## config.mk

```make
export PLATFORM = sky130hd
export DESIGN_NAME = line_and_quoted_token_lexer
export DESIGN_NICKNAME = d
export VERILOG_FILES = /design/src/sv/lqtl_pkg.sv /design/src/sv/lqtl_step.sv /design/src/sv/line_and_quoted_token_lexer.sv
export SDC_FILE = /design/constraint.sdc
export NUM_CORES = 1
export LEC_CHECK = 0
export BUFFER_PORTS_ARGS = -buffer_cell sky130_fd_sc_hd__buf_2
export CORE_MARGIN = 1.5
export CORE_UTILIZATION = 60
export DETAILED_ROUTE_END_ITERATION = 10
export PLACE_DENSITY = 0.8
export REMOVE_ABC_BUFFERS = 1
export SLEW_MARGIN = 30
export SYNTH_ARGS = -nofsm -noshare
export SYNTH_HDL_FRONTEND = slang
export SYNTH_HIERARCHICAL = 1
export SYNTH_SLANG_ARGS = --single-unit
```

## constraint.sdc

```tcl
create_clock -name clk -period 3.86 [get_ports clk]
set_clock_uncertainty 0.1 [all_clocks]
set_input_delay 0.772 -clock clk [delete_from_list [all_inputs] [get_ports clk]]
set_output_delay 0.772 -clock clk [all_outputs]
set_load 0.005 [all_outputs]
```

## src/sv/lqtl_pkg.sv

```systemverilog
// Package with shared types and constants for the line and quoted-token lexer.
`timescale 1ns / 1ps

package lqtl_pkg;

  // Result kinds.
  localparam logic [1:0] K_BYTE = 2'd0;
  localparam logic [1:0] K_TEND = 2'd1;
  localparam logic [1:0] K_LEND = 2'd2;
  localparam logic [1:0] K_LONG = 2'd3;

  // Lexer modes.
  localparam logic [1:0] M_IDLE = 2'd0;
  localparam logic [1:0] M_BARE = 2'd1;
  localparam logic [1:0] M_QUOT = 2'd2;
  localparam logic [1:0] M_ESC  = 2'd3;

  // Character codes.
  localparam logic [7:0] CH_LF    = 8'h0A;
  localparam logic [7:0] CH_CR    = 8'h0D;
  localparam logic [7:0] CH_TAB   = 8'h09;
  localparam logic [7:0] CH_SPACE = 8'h20;
  localparam logic [7:0] CH_SQ    = 8'h27;
  localparam logic [7:0] CH_DQ    = 8'h22;
  localparam logic [7:0] CH_BSL   = 8'h5C;
  localparam logic [7:0] CH_N     = 8'h6E;
  localparam logic [7:0] CH_R     = 8'h72;

  // Configuration register width and the smallest effective line limit.
  localparam int unsigned CFG_W     = 11;
  localparam int unsigned MIN_LIMIT = 16;

  // Most results one input byte can cause.
  localparam int unsigned MAX_RES = 3;

  // One result item.
  typedef struct packed {
    logic [1:0] kind;
    logic [7:0] out_byte;
    logic       quoted;
    logic       last;
  } result_t;

  // Lexer state apart from the line length.
  typedef struct packed {
    logic [1:0] lex_mode;
    logic       quote_kind;
    logic       held_cr;
  } lex_state_t;

endpackage

```

## src/sv/lqtl_step.sv

```systemverilog
// Combinational lexer step: one byte and the current state give next state and results.
`timescale 1ns / 1ps

module lqtl_step #(
  parameter int unsigned LW = 11,
  parameter int unsigned CW = 11
) (
  input  lqtl_pkg::lex_state_t           st_i,
  input  logic [LW-1:0]                  len_i,
  input  logic [CW-1:0]                  limit_i,
  input  logic [7:0]                     byte_i,
  output lqtl_pkg::lex_state_t           st_o,
  output logic [LW-1:0]                  len_o,
  output lqtl_pkg::result_t [2:0]        res_o,
  output logic [1:0]                     cnt_o
);

  // Outcome of lexing one content byte.
  typedef struct packed {
    logic [1:0]        lex_mode;
    logic              quote_kind;
    logic              emit;
    lqtl_pkg::result_t res;
  } lex_out_t;

  // Lex one non-LF byte against the token state.
  function automatic lex_out_t lex_content(input logic [1:0] mode, input logic qk,
                                           input logic [7:0] c);
    lex_out_t   o;
    logic       delim;
    logic [7:0] close_q;
    logic [7:0] tc;
    o          = '0;
    o.lex_mode = mode;
    o.quote_kind = qk;
    delim      = (c == lqtl_pkg::CH_SPACE) || (c == lqtl_pkg::CH_TAB);
    close_q    = qk ? lqtl_pkg::CH_SQ : lqtl_pkg::CH_DQ;
    tc         = c;
    case (mode)
      lqtl_pkg::M_IDLE: begin
        if (!delim) begin
          if ((c == lqtl_pkg::CH_DQ) || (c == lqtl_pkg::CH_SQ)) begin
            o.lex_mode   = lqtl_pkg::M_QUOT;
            o.quote_kind = (c == lqtl_pkg::CH_SQ);
          end else begin
            o.lex_mode = lqtl_pkg::M_BARE;
            o.emit     = 1'b1;
            o.res      = '{kind: lqtl_pkg::K_BYTE, out_byte: c, quoted: 1'b0, last: 1'b0};
          end
        end
      end
      lqtl_pkg::M_BARE: begin
        o.emit = 1'b1;
        if (delim) begin
          o.lex_mode = lqtl_pkg::M_IDLE;
          o.res      = '{kind: lqtl_pkg::K_TEND, out_byte: 8'd0, quoted: 1'b0, last: 1'b0};
        end else begin
          o.res      = '{kind: lqtl_pkg::K_BYTE, out_byte: c, quoted: 1'b0, last: 1'b0};
        end
      end
      lqtl_pkg::M_QUOT: begin
        if (c == close_q) begin
          o.emit     = 1'b1;
          o.lex_mode = lqtl_pkg::M_IDLE;
          o.res      = '{kind: lqtl_pkg::K_TEND, out_byte: 8'd0, quoted: 1'b1, last: 1'b0};
        end else if (c == lqtl_pkg::CH_BSL) begin
          o.lex_mode = lqtl_pkg::M_ESC;
        end else begin
          o.emit = 1'b1;
          o.res  = '{kind: lqtl_pkg::K_BYTE, out_byte: c, quoted: 1'b1, last: 1'b0};
        end
      end
      default: begin
        if (c == lqtl_pkg::CH_N) begin
          tc = lqtl_pkg::CH_LF;
        end else if (c == lqtl_pkg::CH_R) begin
          tc = lqtl_pkg::CH_CR;
        end
        o.emit     = 1'b1;
        o.lex_mode = lqtl_pkg::M_QUOT;
        o.res      = '{kind: lqtl_pkg::K_BYTE, out_byte: tc, quoted: 1'b1, last: 1'b0};
      end
    endcase
    return o;
  endfunction

  lqtl_pkg::lex_state_t     st;
  logic [LW-1:0]            len;
  lqtl_pkg::result_t [2:0]  res;
  logic [1:0]               cnt;
  lex_out_t                 lo_cr;
  lex_out_t                 lo_b;

  // Abort check, then line end or up to two content bytes (a released CR and this byte).
  always_comb begin
    st    = st_i;
    len   = len_i;
    res   = '0;
    cnt   = 2'd0;
    lo_cr = '0;
    lo_b  = '0;

    // Line too long: report and start the line over with this byte.
    if (CW'(len) >= limit_i) begin
      res[cnt] = '{kind: lqtl_pkg::K_LONG, out_byte: 8'd0, quoted: 1'b0, last: 1'b0};
      cnt      = cnt + 2'd1;
      st       = '0;
      len      = '0;
    end

    if (byte_i == lqtl_pkg::CH_LF) begin
      // Close any open token, then mark the line end.
      if (st.lex_mode == lqtl_pkg::M_BARE) begin
        res[cnt] = '{kind: lqtl_pkg::K_TEND, out_byte: 8'd0, quoted: 1'b0, last: 1'b0};
        cnt      = cnt + 2'd1;
      end else if (st.lex_mode == lqtl_pkg::M_QUOT) begin
        res[cnt] = '{kind: lqtl_pkg::K_TEND, out_byte: 8'd0, quoted: 1'b1, last: 1'b0};
        cnt      = cnt + 2'd1;
      end else if (st.lex_mode == lqtl_pkg::M_ESC) begin
        res[cnt] = '{kind: lqtl_pkg::K_BYTE, out_byte: lqtl_pkg::CH_BSL, quoted: 1'b1,
                     last: 1'b0};
        cnt      = cnt + 2'd1;
        res[cnt] = '{kind: lqtl_pkg::K_TEND, out_byte: 8'd0, quoted: 1'b1, last: 1'b0};
        cnt      = cnt + 2'd1;
      end
      res[cnt] = '{kind: lqtl_pkg::K_LEND, out_byte: 8'd0, quoted: 1'b0, last: 1'b0};
      cnt      = cnt + 2'd1;
      st       = '0;
      len      = '0;
    end else begin
      // A held CR that is not followed by LF becomes content.
      if (st.held_cr) begin
        st.held_cr    = 1'b0;
        lo_cr         = lex_content(st.lex_mode, st.quote_kind, lqtl_pkg::CH_CR);
        st.lex_mode   = lo_cr.lex_mode;
        st.quote_kind = lo_cr.quote_kind;
        if (lo_cr.emit) begin
          res[cnt] = lo_cr.res;
          cnt      = cnt + 2'd1;
        end
      end
      if (byte_i == lqtl_pkg::CH_CR) begin
        st.held_cr = 1'b1;
      end else begin
        lo_b          = lex_content(st.lex_mode, st.quote_kind, byte_i);
        st.lex_mode   = lo_b.lex_mode;
        st.quote_kind = lo_b.quote_kind;
        if (lo_b.emit) begin
          res[cnt] = lo_b.res;
          cnt      = cnt + 2'd1;
        end
      end
      len = len + LW'(1);
    end

    // Flag the last result of this byte.
    if (cnt != 2'd0) begin
      res[cnt - 2'd1].last = 1'b1;
    end
  end

  assign st_o  = st;
  assign len_o = len;
  assign res_o = res;
  assign cnt_o = cnt;

endmodule

```

## src/sv/line_and_quoted_token_lexer.sv

```systemverilog
// Top level of the line and quoted-token lexer: input register, lexer step, result group.
//
//  Channel | Direction | Handshake            | Payload
//  in_     | slave     | in_tvalid/in_tready  | in_tdata[7:0] = in_byte
//  out_    | master    | out_tvalid/out_tready| out_tdata[7:0] = out_byte,
//          |           |                      | out_tuser[2:0] = kind[1:0], quoted; tlast = last
//  cfg_    | slave     | cfg_valid/cfg_ready  | cfg_data[10:0] = line_limit
//
// A byte is registered on input and lexed from that register into a group of up to
// three results. The group drains one result per cycle while out_tready is high; the next
// byte is lexed only once the group is empty or its last result is leaving.
// Bytes that give no result still pass through the lexer stage.
// rst_n clears the lexer state and empties both stages; line_limit returns to MAX_LINE.
// An output stall holds the group; the input register still accepts a byte while it is empty.
`timescale 1ns / 1ps

module line_and_quoted_token_lexer #(
  parameter int unsigned MAX_LINE = 1024
) (
  input  logic        clk,
  input  logic        rst_n,
  input  logic        in_tvalid,
  output logic        in_tready,
  input  logic [7:0]  in_tdata,    // [7:0] in_byte
  output logic        out_tvalid,
  input  logic        out_tready,
  output logic [7:0]  out_tdata,   // [7:0] out_byte
  output logic [2:0]  out_tuser,   // [1:0] kind, [2] quoted
  output logic        out_tlast,
  input  logic        cfg_valid,
  output logic        cfg_ready,
  input  logic [10:0] cfg_data     // [10:0] line_limit
);

  localparam int unsigned LW = $clog2(MAX_LINE + 1);
  localparam int unsigned CW = (LW > lqtl_pkg::CFG_W) ? LW : lqtl_pkg::CFG_W;

  logic                     in_valid_r;
  logic [7:0]               in_byte_r;
  lqtl_pkg::lex_state_t     st_r;
  lqtl_pkg::lex_state_t     st_nxt;
  logic [LW-1:0]            len_r;
  logic [LW-1:0]            len_nxt;
  logic [CW-1:0]            limit_r;
  logic [CW-1:0]            limit_nxt;
  lqtl_pkg::result_t [2:0]  res;
  logic [1:0]               res_cnt;
  lqtl_pkg::result_t [2:0]  grp_r;
  logic [1:0]               rem_r;
  logic                     out_fire;
  logic                     can_load;
  logic                     process;

  // Handshake decisions.
  assign out_fire  = out_tvalid && out_tready;
  assign can_load  = (rem_r == 2'd0) || ((rem_r == 2'd1) && out_tready);
  assign process   = in_valid_r && can_load;
  assign in_tready = !in_valid_r || process;
  assign cfg_ready = 1'b1;

  // Clamp a written limit into the legal range.
  always_comb begin
    limit_nxt = CW'(cfg_data);
    if (limit_nxt < CW'(lqtl_pkg::MIN_LIMIT)) begin
      limit_nxt = CW'(lqtl_pkg::MIN_LIMIT);
    end else if (limit_nxt > CW'(MAX_LINE)) begin
      limit_nxt = CW'(MAX_LINE);
    end
  end

  always_ff @(posedge clk) begin
    if (!rst_n) begin
      limit_r <= CW'(MAX_LINE);
    end else if (cfg_valid && cfg_ready) begin
      limit_r <= limit_nxt;
    end
  end

  // Input register.
  always_ff @(posedge clk) begin
    if (!rst_n) begin
      in_valid_r <= 1'b0;
    end else if (in_tvalid && in_tready) begin
      in_valid_r <= 1'b1;
    end else if (process) begin
      in_valid_r <= 1'b0;
    end
  end

  always_ff @(posedge clk) begin
    if (in_tvalid && in_tready) begin
      in_byte_r <= in_tdata;
    end
  end

  // Lexer step.
  lqtl_step #(
    .LW (LW),
    .CW (CW)
  ) u_step (
    .st_i    (st_r),
    .len_i   (len_r),
    .limit_i (limit_r),
    .byte_i  (in_byte_r),
    .st_o    (st_nxt),
    .len_o   (len_nxt),
    .res_o   (res),
    .cnt_o   (res_cnt)
  );

  // Lexer state advances once per processed byte.
  always_ff @(posedge clk) begin
    if (!rst_n) begin
      st_r  <= '0;
      len_r <= '0;
    end else if (process) begin
      st_r  <= st_nxt;
      len_r <= len_nxt;
    end
  end

  // Result group: loaded with a byte's results, drained from slot zero.
  always_ff @(posedge clk) begin
    if (!rst_n) begin
      rem_r <= 2'd0;
    end else if (process) begin
      rem_r <= res_cnt;
    end else if (out_fire) begin
      rem_r <= rem_r - 2'd1;
    end
  end

  always_ff @(posedge clk) begin
    if (process) begin
      grp_r <= res;
    end else if (out_fire) begin
      grp_r[0] <= grp_r[1];
      grp_r[1] <= grp_r[2];
    end
  end

  // Output channel.
  assign out_tvalid = (rem_r != 2'd0);
  assign out_tdata  = grp_r[0].out_byte;
  assign out_tuser  = {grp_r[0].quoted, grp_r[0].kind};
  assign out_tlast  = grp_r[0].last;

endmodule

```

==> run summary, run 1 <==
worst skew pair latency: 0.35 ns
crit-path max cell delay: 0.48 ns
die height: 91.9 um
Rel. slew slack: 0.415
worst min-delay path class: flip-flop to flip-flop
crit-path cells: ha_1, a21o_1, a221oi_2, o21ai_2, a21oi_2, nand2_1, inv_1, fa_1, inv_2, ha_2, o41ai_2, a311oi_1, nor2_1, mux2_4
Post-Layout Cell Count: 612
Seq cells post-synth: 73
DR DRC count: 0
GP Congestion: 0.975
# diodes: 0
Core Rows: 32
Most used DFF post-synth: edfxtp_1
synth warn: 6
Final Hold Fails: 0
FF+latch area: 0.00190 mm2
Worst Setup End Kind: flip-flop
total power divided by cell area: 455 mW/mm2
number of fill cells: 641
Post-DP HPWL: 7040 um
first-pass GRT wire length: 17100 um
PortBufs: 37
Yosys top cell by area: edfxtp_1
RSZ-0062 raised after global routing: no
fraction of layout cells with a size suffix above 1: 0.222
status: complete, no violations
largest net degree at the start of global routing: 37
fin crit share: 0.939
DR WL/cell: 16.6 um
total power: 2.30 mW
total die area: 0.00845 mm2
1st-iter DRT viols: 418
share of the synthesized area in the top cell type: 0.279
synth unique cells: 73
most frequent cells in the layout: 44 x edfxtp_1, 39 x nor2_1, 37 x a21oi_1, 37 x buf_2
DRT Pass-1 Iters: 5
commonest non-fill, non-tap cell in the layout: edfxtp_1
Final nets: 548
Slowest-stage cell, CP: fa_1
fraction of registers with async set/reset: 0
Startpoint Class: flip-flop
global-route usage over all layers: 0.256
Max Fclk: 276 MHz
Cells after DPL: 594
Multi-input gate area: 0.00244 mm2
vias in the first global route: 3531
# IOs: 39
mapped cell area: 0.00474 mm2
root buffer cell: clkbuf_8
Post-synth EDFFs: 44
clk slew on worst S/H paths: 0.08 ns
Area contributors post-synth: edfxtp_1 28%, dfxtp_1 12%, mux2_4 6.0%, ha_1 4.7%, buf_4 4.0%
average size of a mapped cell: 9.76 um2
final design utilization: 0.657
WS Path Type: flip-flop to flip-flop
grt ovf: 0
Worst Path Arrival: 3.63 ns
CTS H-tree lvls: 3
core area: 0.00769 mm2
Worst EP required: 3.86 ns
# hold bufs at CTS: 0
max_cap viols: 0
post-route ant nets: 0
DR vias: 3745
CTS sink count: 73
final setup fails: 0
DR vias/cell: 6.12
CTS Buf Count: 9
crit-path max FO: 5
CTS max path bufs: 2
TritonCTS clock tree: yes
Starting Density: 0.617
post-synthesis cell count: 486
fin. max-slew vios: 0
setup TNS: 0 ns
Chip Width: 91.9 um
Pleak: 1.98 nW
maximum vdd drop: 392 uV
Seq/Total Area, Yosys: 0.401
post-layout min period: 3.63 ns
total wire length: 10200 um
area grow syn2layout: 6.44%
initial antenna violation count: 0
slew at the pin closest to its max-slew limit: 0.874 ns
-- synth_stat cells (all sizes together) (6+ instances only) --
library cell and count:
a21o 9, dfxtp 29, ha 18, and2 7, and3 7, nand2 30, inv 28, nand3 32
o21ai 34, buf 41, nor2 41, edfxtp 44, xor2 6, nand2b 10, nor3 12, mux2 24
a21oi 39
-- path summary, 6_finish.rpt --
path	startpoint	end	slack [ns]	cells after the start
worst max-delay path	len_r[4]	out_tdata[2]	0.23	14
worst min-delay path	limit_r[2]	limit_r[2]	0.38	2
worst max register to register	len_r[4]	out_tdata[2]	0.23	14
worst min register to register	limit_r[2]	limit_r[2]	0.38	2
-- registers in the layout (all words and copies together), names as in the netlist --
register / flops
grp_r: 24
len_r: 11
limit_r: 11
in_byte_r: 8
out_tdata: 8
st_r: 4
out_tuser: 3
rem_r: 2
in_valid_r: 1
out_tlast: 1
-- metal layers --
metal / vias up / wire [um] / share of wire / global-route usage
met3: 24 / 703 / 0.069 / 0.0680
met2: 166 / 4840 / 0.48 / 0.406
li1: 1761 / - / - / -
met4: 0 / 180 / 0.018 / 0.0885
met5: - / 0 / 0 / 0
met1: 1794 / 4460 / 0.44 / 0.340
-- worst max-delay path, delay by kind of cell, from the launching register on --
kind            cells  cell delay (ns)
compound gates      6             1.20
simple gates        2             0.21
flops               1             0.41
mux                 1             0.26
fa+ha+maj           3             0.99
buf+inv             2             0.22
-- power breakdown --
group          switching, mW  internal (mW)  leakage, nW
clock network          0.285          0.381        0.113
logic                  0.352          0.240         1.21
registers             0.0546          0.985        0.658
total                  0.691           1.61         1.98
-- timing repair --
action / CTS / global route
setup endpoints to repair: 0 / 3
gates resized for setup: 0 / 4
buffers inserted: 0 / 2
-- area by class of cell --
class | instances | share of cell area
multi-input cells | 349 | 0.484
well taps | 102 | 0.0253
clock buffers | 13 | 0.0362
clock inverters | 3 | 0.00868
repair buffers | 44 | 0.0471
flip-flops and latches | 73 | 0.377
inverters | 28 | 0.0218
-- kinds of logic after synthesis --
family / share of synthesized area
multiplexers: 0.0826
AND/OR/NAND/NOR: 0.184
XOR/XNOR: 0.0129
AO/OA/AOI/OAI: 0.173
adder cells (fa/ha/maj): 0.0517
buffers and inverters: 0.0931
other: 0.00158
flip-flops: 0.401
-- per-stage QoR --
| step | area (um2) | setup slack [ns] | hold slack (ns) |
|---|---|---|---|
| 6_report | 5050 | 0.235 | 0.382 |
| 4_1_cts | 5020 | 0.129 | 0.380 |
| 5_1_grt | 5050 | 0.0306 | 0.413 |
| 3_5_place_dp | 4790 | 0.162 | 0.367 |
| 2_1_floorplan | 4440 | 0.0723 | 0.345 |
| 3_3_place_gp | 4790 | 0.244 | 0.361 |
Power figures use the tool's default switching activity.
==> run 2, diff against run 1 <==
Settings changed: CORE_MARGIN 1.5 to 4, CTS_CLUSTER_SIZE set to 28.
==> run summary, run 2 (synthesized netlist as in run 1, its figures left out) <==
sw frac: 0.313 (+0.0120)
1st-iter DRT viols: 445 (+6.5%)
maximum vdd drop: 373 uV (-4.8%)
Worst EP required: 3.86 ns (about the same)
DRT Pass-1 Iters: 6 (+1)
Biggest register: grp_r
WHS Path Cells: 2 (unchanged)
slew at the pin closest to its max-slew limit: 0.831 ns (-0.0431 ns)
total power divided by cell area: 440 mW/mm2 (-3.3%)
Global Route met1 Usage: 0.286 (-0.0537)
worst min-delay path class: flip-flop to flip-flop
Worst Setup End Kind: flip-flop
worst hold start: limit_r[2]
reg2reg path depth: 14 (unchanged)
crit-path max cell delay: 0.48 ns (about the same)
RSZ-0062 raised after global routing: no
PortBufs: 37 (unchanged)
number of fill cells: 613 (-4.4%)
Setup Fix Bufs, Post-CTS: 0 (unchanged)
grt ovf: 0 (unchanged)
internal cell power: 1.52 mW (-5.2%)
Max Fclk: 278 MHz (+0.65%)
DR vias/cell: 6.03 (-1.5%)
root buffer cell: clkbuf_8
Core Rows: 32 (unchanged)
delay-heaviest family, CP: compound AO/OA/AOI/OAI gates
Starting Density: 0.617 (unchanged)
CTS H-tree lvls: 3 (unchanged)
Chip Width: 96.9 um (+5.4%)
Seq pwr share: 0.469 (+0.017)
fraction of layout cells with a size suffix above 1: 0.216 (-0.00546)
total power: 2.21 mW (-3.6%)
GP Congestion: 0.957 (-1.9%)
status: complete, no violations
R2R setup slack: 0.26 ns (+0.02 ns)
Startpoint Class: flip-flop
commonest non-fill, non-tap cell in the layout: edfxtp_1
Slowest-stage cell, CP: fa_1
RR Endpoint: out_tdata[2]
Worst Path Arrival: 3.60 ns (-0.03 ns)
final setup fails: 0 (unchanged)
total die area: 0.00939 mm2 (+11%)
Logic pwr share: 0.272 (+0.014)
CTS Buf Count: 9 (unchanged)
fin crit share: 0.933 (-0.00603)
total wire length: 9970 um (-2.1%)
GR Util met3: 0.0541 (-0.0139)
max_cap viols: 0 (unchanged)
initial antenna violation count: 0 (unchanged)
die height: 96.9 um (+5.4%)
first-pass GRT wire length: 16900 um (-1.1%)
Rel. slew slack: 0.443 (+0.0289)
post-route ant nets: 0 (unchanged)
Worst Hold Path EP: limit_r[2]
reg-to-reg critical path startpoint: len_r[2]
area grow syn2layout: 6.12%
setup TNS: 0 ns (unchanged)
clk slew on worst S/H paths: 0.08 ns (about the same)
post-layout min period: 3.60 ns (-0.0233 ns)
crit-path max FO: 7 (+2)
crit-path cells: ha_1, a21o_1, a31oi_1, o21ai_4, a21oi_4, nand2_1, inv_1, fa_1, inv_2, ha_2, o41ai_2, a311oi_1, nor2_1, mux2_4
CTS max path bufs: 2 (unchanged)
DR vias: 3684 (-1.6%)
worst skew pair latency: 0.35 ns (about the same)
global-route usage over all layers: 0.216 (-0.0406)
TritonCTS clock tree: yes
hold_ws: 0.376 ns (-0.00516 ns)
largest net degree at the start of global routing: 37 (unchanged)
vias in the first global route: 3545 (+0.40%)
P_sw: 0.693 mW (+0.26%)
Top Registers: grp_r: 24 flops, len_r: 11 flops, limit_r: 11 flops
WS Path Type: flip-flop to flip-flop
Clock Power Share: 0.260 (-0.030)
Final Hold Fails: 0 (unchanged)
DR DRC count: 0 (unchanged)
Post-DP HPWL: 6970 um (-1.0%)
# diodes: 0 (unchanged)
grt met2 use: 0.347 (-0.0584)
CTS sink count: 73 (unchanged)
Pleak: 1.97 nW (-0.62%)
DR WL/cell: 16.3 um (-2.0%)
max FFs per register: 24 (unchanged)
Top Usage Layer GRT: met2
most frequent cells in the layout: 44 x edfxtp_1, 39 x nor2_1, 37 x a21oi_1, 37 x buf_2
core area: 0.00769 mm2 (unchanged)
fin. max-slew vios: 0 (unchanged)
Crit path buffers/inverters: 2 (unchanged)
Final nets: 547 (-0.18%)
# IOs: 39 (unchanged)
## run 2: worst min-delay path, delay by kind of cell, from the launching register on
| kind | cells | cell delay (ns) |
|---|---|---|
| AOI/OAI and AO/OA | 1 | 0.06 |
| DFF | 1 | 0.32 |
| and+or+nand+nor | 1 | 0.06 |
## run 2: layout make-up
| class | instances | area [um2] | area share |
|---|---|---|---|
| repair buffers | 43 | 230 | 0.0457 |
| inverters | 28 | 110 | 0.0219 |
| multi-input cells | 349 | 2470 | 0.491 |
| flip-flops and latches | 73 | 1900 | 0.378 |
| clock buffers | 13 | 171 | 0.0341 |
| well taps | 102 | 128 | 0.0254 |
| clock inverters | 3 | 22.5 | 0.00448 |
## run 2: power by group through the flow
stage	clock, mW	combinational [mW]	sequential, mW
final	0.575	0.601	1.04
after global routing	0.621	0.658	1.05
after detailed placement	0	0.588	1.06
after CTS	0.590	0.591	1.04
after floorplan	0	0.397	1.05
after global placement	0	0.573	1.05
## run 2: worst max path at each step
| stage | start | to | slack (ns) | depth (start not counted) |
|---|---|---|---|---|
| after global placement | len_r[6] | out_tdata[2] | 0.25 | 14 |
| after CTS | limit_r[6] | out_tdata[2] | 0.14 | 14 |
| after floorplan | len_r[6] | out_tdata[2] | 0.07 | 12 |
| final | len_r[2] | out_tdata[2] | 0.26 | 14 |
| after global routing | len_r[2] | out_tdata[2] | 0.03 | 14 |
| after detailed placement | len_r[6] | out_tdata[2] | 0.18 | 14 |
## run 2: metal layers
metal  routed length (um)  share of wire
met1                 4310           0.43
met2                 4700           0.47
met3                  778          0.078
met5                    0              0
met4                  184          0.018
## run 2: metrics by stage
step           cell area, um2  instances  utilization  worst slack, ns
3_5_place_dp             4800        595        0.625            0.179
2_1_floorplan            4440        450            -           0.0723
4_1_cts                  5000        611        0.650            0.141
5_1_grt                  5030        611        0.655           0.0270
3_3_place_gp             4800        595        0.625            0.254
6_report                 5030        611        0.655            0.258
## run 2: timing repair
action                                  CTS  global route
endpoints found under the setup margin    0             5
hold buffers                              0             0
gates resized for setup                   0             6
